### src/rtl/fdgm_pkg.sv
`timescale 1ns / 1ps
// Shared types and constants for the forward-difference gradient magnitude block.
// No dependencies; imported by every module of the block.
package fdgm_pkg;

    localparam int PIX_W         = 8;
    localparam int CFG_W         = 13;
    localparam int ROW_W         = 12;
    localparam int MAX_HEIGHT    = 4096;
    localparam int DEF_MAX_WIDTH = 4096;
    localparam int SUM_W         = 16;
    localparam int SQRT_STEPS    = 8;

    // configuration register indexes
    localparam logic [0:0] REG_IMAGE_WIDTH  = 1'b0;
    localparam logic [0:0] REG_IMAGE_HEIGHT = 1'b1;

    // one result on its way down the square-root cell row
    typedef struct packed {
        logic             valid;
        logic [PIX_W-1:0] grad_h;
        logic [PIX_W-1:0] grad_v;
        logic             from_final_row;
        logic             last_of_item;
        logic             frame_done;
        logic [SUM_W-1:0] sum;
        logic [PIX_W-1:0] root;
    } sqrt_stage_t;

endpackage

### src/rtl/fdgm_sqrt_cell.sv
`timescale 1ns / 1ps
// One cell of the square-root row: decides one root bit and passes the item on.
// Depends on fdgm_pkg.
module fdgm_sqrt_cell import fdgm_pkg::*; #(
    parameter int BIT_POS = 7
) (
    input  logic        aclk,
    input  logic        aresetn,
    input  logic        en,
    input  sqrt_stage_t cell_in,
    output sqrt_stage_t cell_out
);

    localparam logic [PIX_W-1:0] BIT_MASK = PIX_W'(1 << BIT_POS);

    logic [PIX_W-1:0] trial;
    logic [SUM_W-1:0] trial_sq;
    sqrt_stage_t      cell_next;

    always_comb begin
        trial     = cell_in.root | BIT_MASK;
        trial_sq  = SUM_W'(trial) * SUM_W'(trial);
        cell_next = cell_in;
        if (trial_sq <= cell_in.sum) begin
            cell_next.root = trial;
        end
    end

    always_ff @(posedge aclk) begin
        if (!aresetn) begin
            cell_out.valid <= 1'b0;
        end else if (en) begin
            cell_out <= cell_next;
        end
    end

endmodule

### config.mk
export PLATFORM = sky130hd
export DESIGN_NAME = fdgm_sqrt_cell
export DESIGN_NICKNAME = d
export VERILOG_FILES = /design/src/rtl/fdgm_pkg.sv /design/src/rtl/fdgm_sqrt_cell.sv
export SDC_FILE = /design/constraint.sdc
export NUM_CORES = 1
export LEC_CHECK = 0
export BUFFER_PORTS_ARGS = -buffer_cell sky130_fd_sc_hd__buf_2
export CAP_MARGIN = 0
export CORE_MARGIN = 4
export CORE_UTILIZATION = 54
export CTS_CLUSTER_SIZE = 24
export DETAILED_ROUTE_END_ITERATION = 8
export PLACE_DENSITY = 0.81
export SLEW_MARGIN = 0
export SYNTH_ARGS = -nofsm -noshare
export SYNTH_HDL_FRONTEND = slang
export SYNTH_SLANG_ARGS = --single-unit
### constraint.sdc
create_clock -name aclk -period 6.67 [get_ports aclk]
set_clock_uncertainty 0.15 [all_clocks]
set_input_delay 1.0005 -clock aclk [delete_from_list [all_inputs] [get_ports aclk]]
set_output_delay 1.0005 -clock aclk [all_outputs]
set_load 0.03 [all_outputs]
==> results.md <==
- Status: finished clean
- Max frequency: approximately 0.16 GHz
- Min cycle time layout: about 6000 ps
- Die H: 88.20 um
- Total Neg Setup Slack: 0 ps
- Leak Pwr: 2.100 nW
- Part of the power in registers: 25.3%
- Yosys cell types: 36
- Worst-Skew Late Latency: 300 ps
- DRC Markers: 0
- Gr ovfl total: 0
- Worst flop-to-flop path endpoint: cell_out[43]
- Biggest regs: cell_out x44
- Worst path required time: 6580 ps
- Crit path max fanout: 6
- RR Startpoint: cell_out[43]
- Global Route Usage Sum: 19.21%
- Avg Inst Size Synth: 11.10 um2
- Antenna Nets Post-Route: 0
- Sequential fraction of the synthesis area: a little under two fifths
- Post-Syn Instances: about 310
- RSZ-0062 raised after global routing: false
- Hold EP: cell_out[43]
- Hold Path Class: flip-flop to flip-flop
- Clk slew on worst S/H paths: 90 ps
- Min-Delay Path Depth: 2
- Maximum VDD drop: 0.1928 mV
- Drt via density: 5.183
- WS Path Type: input port to flip-flop
- Synth-to-Final Area Change: 19.02%
- EDFF count, synth: 43
- Initial antenna violation count: 0
- Clk sink count: 44
- Switching Fraction: 42.08%
- DP HPWL: around 6000 um
- Mapped Area: 3473 um2
- Slew @ Worst Pin: 1025 ps
- Core outline area: 6096 um2
- TritonCTS clock tree: yes
- Power density over the cells: 315.2 nW/um2
- Die ar.: 7779 um2
- Crit path arrival time: 6010 ps
- Vias in the first global route: 2565
- First-pass DRT Iterations: 4
- CTS Root Cell: clkbuf_8
- # Max-Cap Violations: 0
- Final Hold Violating Endpoints: 0
- Crit start category: input port
- Post-Route WL: 7248 um
- Logic pwr share: 58.2%
- Antenna fix cells: 0
- Synth Register Bits: 44
- Deepest clock path buffer count: 2
- P_int: approximately 750 uW
- Largest net degree at the start of global routing: 44
- Share of cells above drive strength 1: 27.25%
- Synth warnings: 0
- Register-to-register setup slack: 5930 ps
- Vias after detailed routing: 2519
- Clock share of power: between 10% and 20%
- Hold_buf cts: 0
- Main synth FF type: edfxtp_1
- Hold Path Origin: cell_out[43]
- FP Rows: 28
- Critical Path Sink Type: flip-flop
- Fin. max-slew vios: 0
- Final period util: a little over 90%
- Total net switching power: 548.3 uW
- Routed wire length per instance: 14.91 um
- Placed cell area: about 4000 um2
- PortBufs: 90
- Synth async-reset ratio: 0%
- Post_cts resized: 0
- Final count of negative-setup-slack endpoints: 0
- Largest Register: cell_out
- Max transition margin: between 30% and 40%
- Total CTS buffers: 5
- Worst reg2reg path depth: 2
- First-pass GRT wire length: 11470 um
- Die W: 88.20 um
- Post-Syn Nets: around 440
- Top-Level Pins: roughly 90
- Final nets: 534
- Starting DRT DRC Count: 126
- Launch point of the worst path: cell_in[2]
- Max reg flops: 44
- GPL Wtd Cong: between 0.9 and 1
- Initial Util: 56.98%
- Final instance area: ~4100 um2
- Overall power: 1.303 mW
- H-tree lvl count: 2
- Post-CTS Setup Repair Bufs: 0
==> final cells by class <==
type	instances	area, um2
Inverter	75	281.5
Clock buffer	5	68.82
Tap cell	75	93.84
Fill cell	477	1962
Timing Repair Buffer	90	450.4
Multi-Input combinational cell	194	1882
Clock inverter	3	46.29
Sequential cell	44	1311
==> cell usage in the layout (no fill, tap or decap), types with 2 or more instances in the layout <==
cell      netlist  final
nor3_1          3      3
fa_1           26     26
ha_1           51     51
nor2_1         21     21
clkbuf_8        0      5
nand4_1         4      4
nand2_1        18     18
inv_1          75     75
o21ai_0         7      7
xor2_1          5      5
nor2b_1         2      2
buf_2           0     90
a21o_1          4      4
or2_2           3      3
edfxtp_1       43     43
xnor2_1        11     11
a211oi_1        2      2
a21oi_2         3      3
a21oi_1        15     15
o221ai_2        2      2
==> power by group through the flow <==
stage / Combinational, mW / Sequential, mW / Clock [mW]
finish: 0.759 / 0.330 / 0.214
global route: 0.871 / 0.331 / 0.229
CTS: 0.769 / 0.330 / 0.218
detailed placement: 0.762 / 0.336 / 0
global placement: 0.737 / 0.335 / 0
floorplan: 0.559 / 0.375 / 0
==> synthesized netlist by cell type (4+ instances only) <==
cell type | number | area (um2)
xor2_1 | 5 | 43.79
a21oi_1 | 15 | 75.07
nand2_1 | 18 | 67.56
ha_1 | 51 | 638.1
inv_1 | 75 | 281.5
fa_1 | 26 | 520.5
edfxtp_1 | 43 | 1291
nor2_1 | 21 | 78.83
xnor2_1 | 11 | 96.34
a21o_1 | 4 | 30.03
o21ai_0 | 7 | 35.03
nand4_1 | 4 | 25.02
==> per-stage QoR <==
stage | setup slack [ps] | hold WS [ps] | utilization (%) | std cells
2_1_floorplan | 851.6 | 490.4 | - | 313
3_3_place_gp | 483.9 | 355.2 | 65.93 | 478
3_5_place_dp | 325.5 | 354.2 | 65.93 | 478
4_1_cts | 585.0 | 378.4 | 67.82 | 486
5_1_grt | 233.5 | 413.4 | 67.82 | 486
6_report | 570.9 | 373.7 | 67.82 | 486
==> layer usage <==
metal  track usage, %  vias up  share of wire [%]
li1                 -     1230                  -
met1            22.88     1193                 40
met2            34.87       85                 51
met3            3.387       11                7.3
met4            6.456        0                1.6
met5                0        -                  0
==> worst max path at each step <==
stage                              to  slack (ps)  cells past startpoint
after floorplan           cell_out[7]         850                     20
final                     cell_out[7]         570                     21
after CTS                 cell_out[7]         580                     21
after detailed placement  cell_out[7]         330                     21
after global routing      cell_out[7]         230                     21
after global placement    cell_out[7]         480                     21
==> cell families after synthesis <==
kind of cell	count (synthesis)	share of synthesized area, %
buffers and inverters	75	8.105
and+or+nand+nor	60	8.141
xor gates and xnor gates	16	4.034
adders and majority gates	77	33.36
muxes	1	0.2882
DFF	44	37.75
AOI/OAI and AO/OA	40	8.321
==> critical path: stages <==
cell	delay [ps]
buf_2	130
inv_1	190
nor2_1	130
ha_1	180
or2_2	300
fa_1	500
inv_1	50
fa_1	460
fa_1	550
inv_1	50
ha_1	390
a21oi_1	340
a31oi_4	150
and3_1	200
o22ai_2	120
xor2_1	90
ha_1	290
nand4_1	120
nor3_1	290
o21ai_0	150
a221o_1	310
No activity file was read; power rests on OpenSTA's default activity.
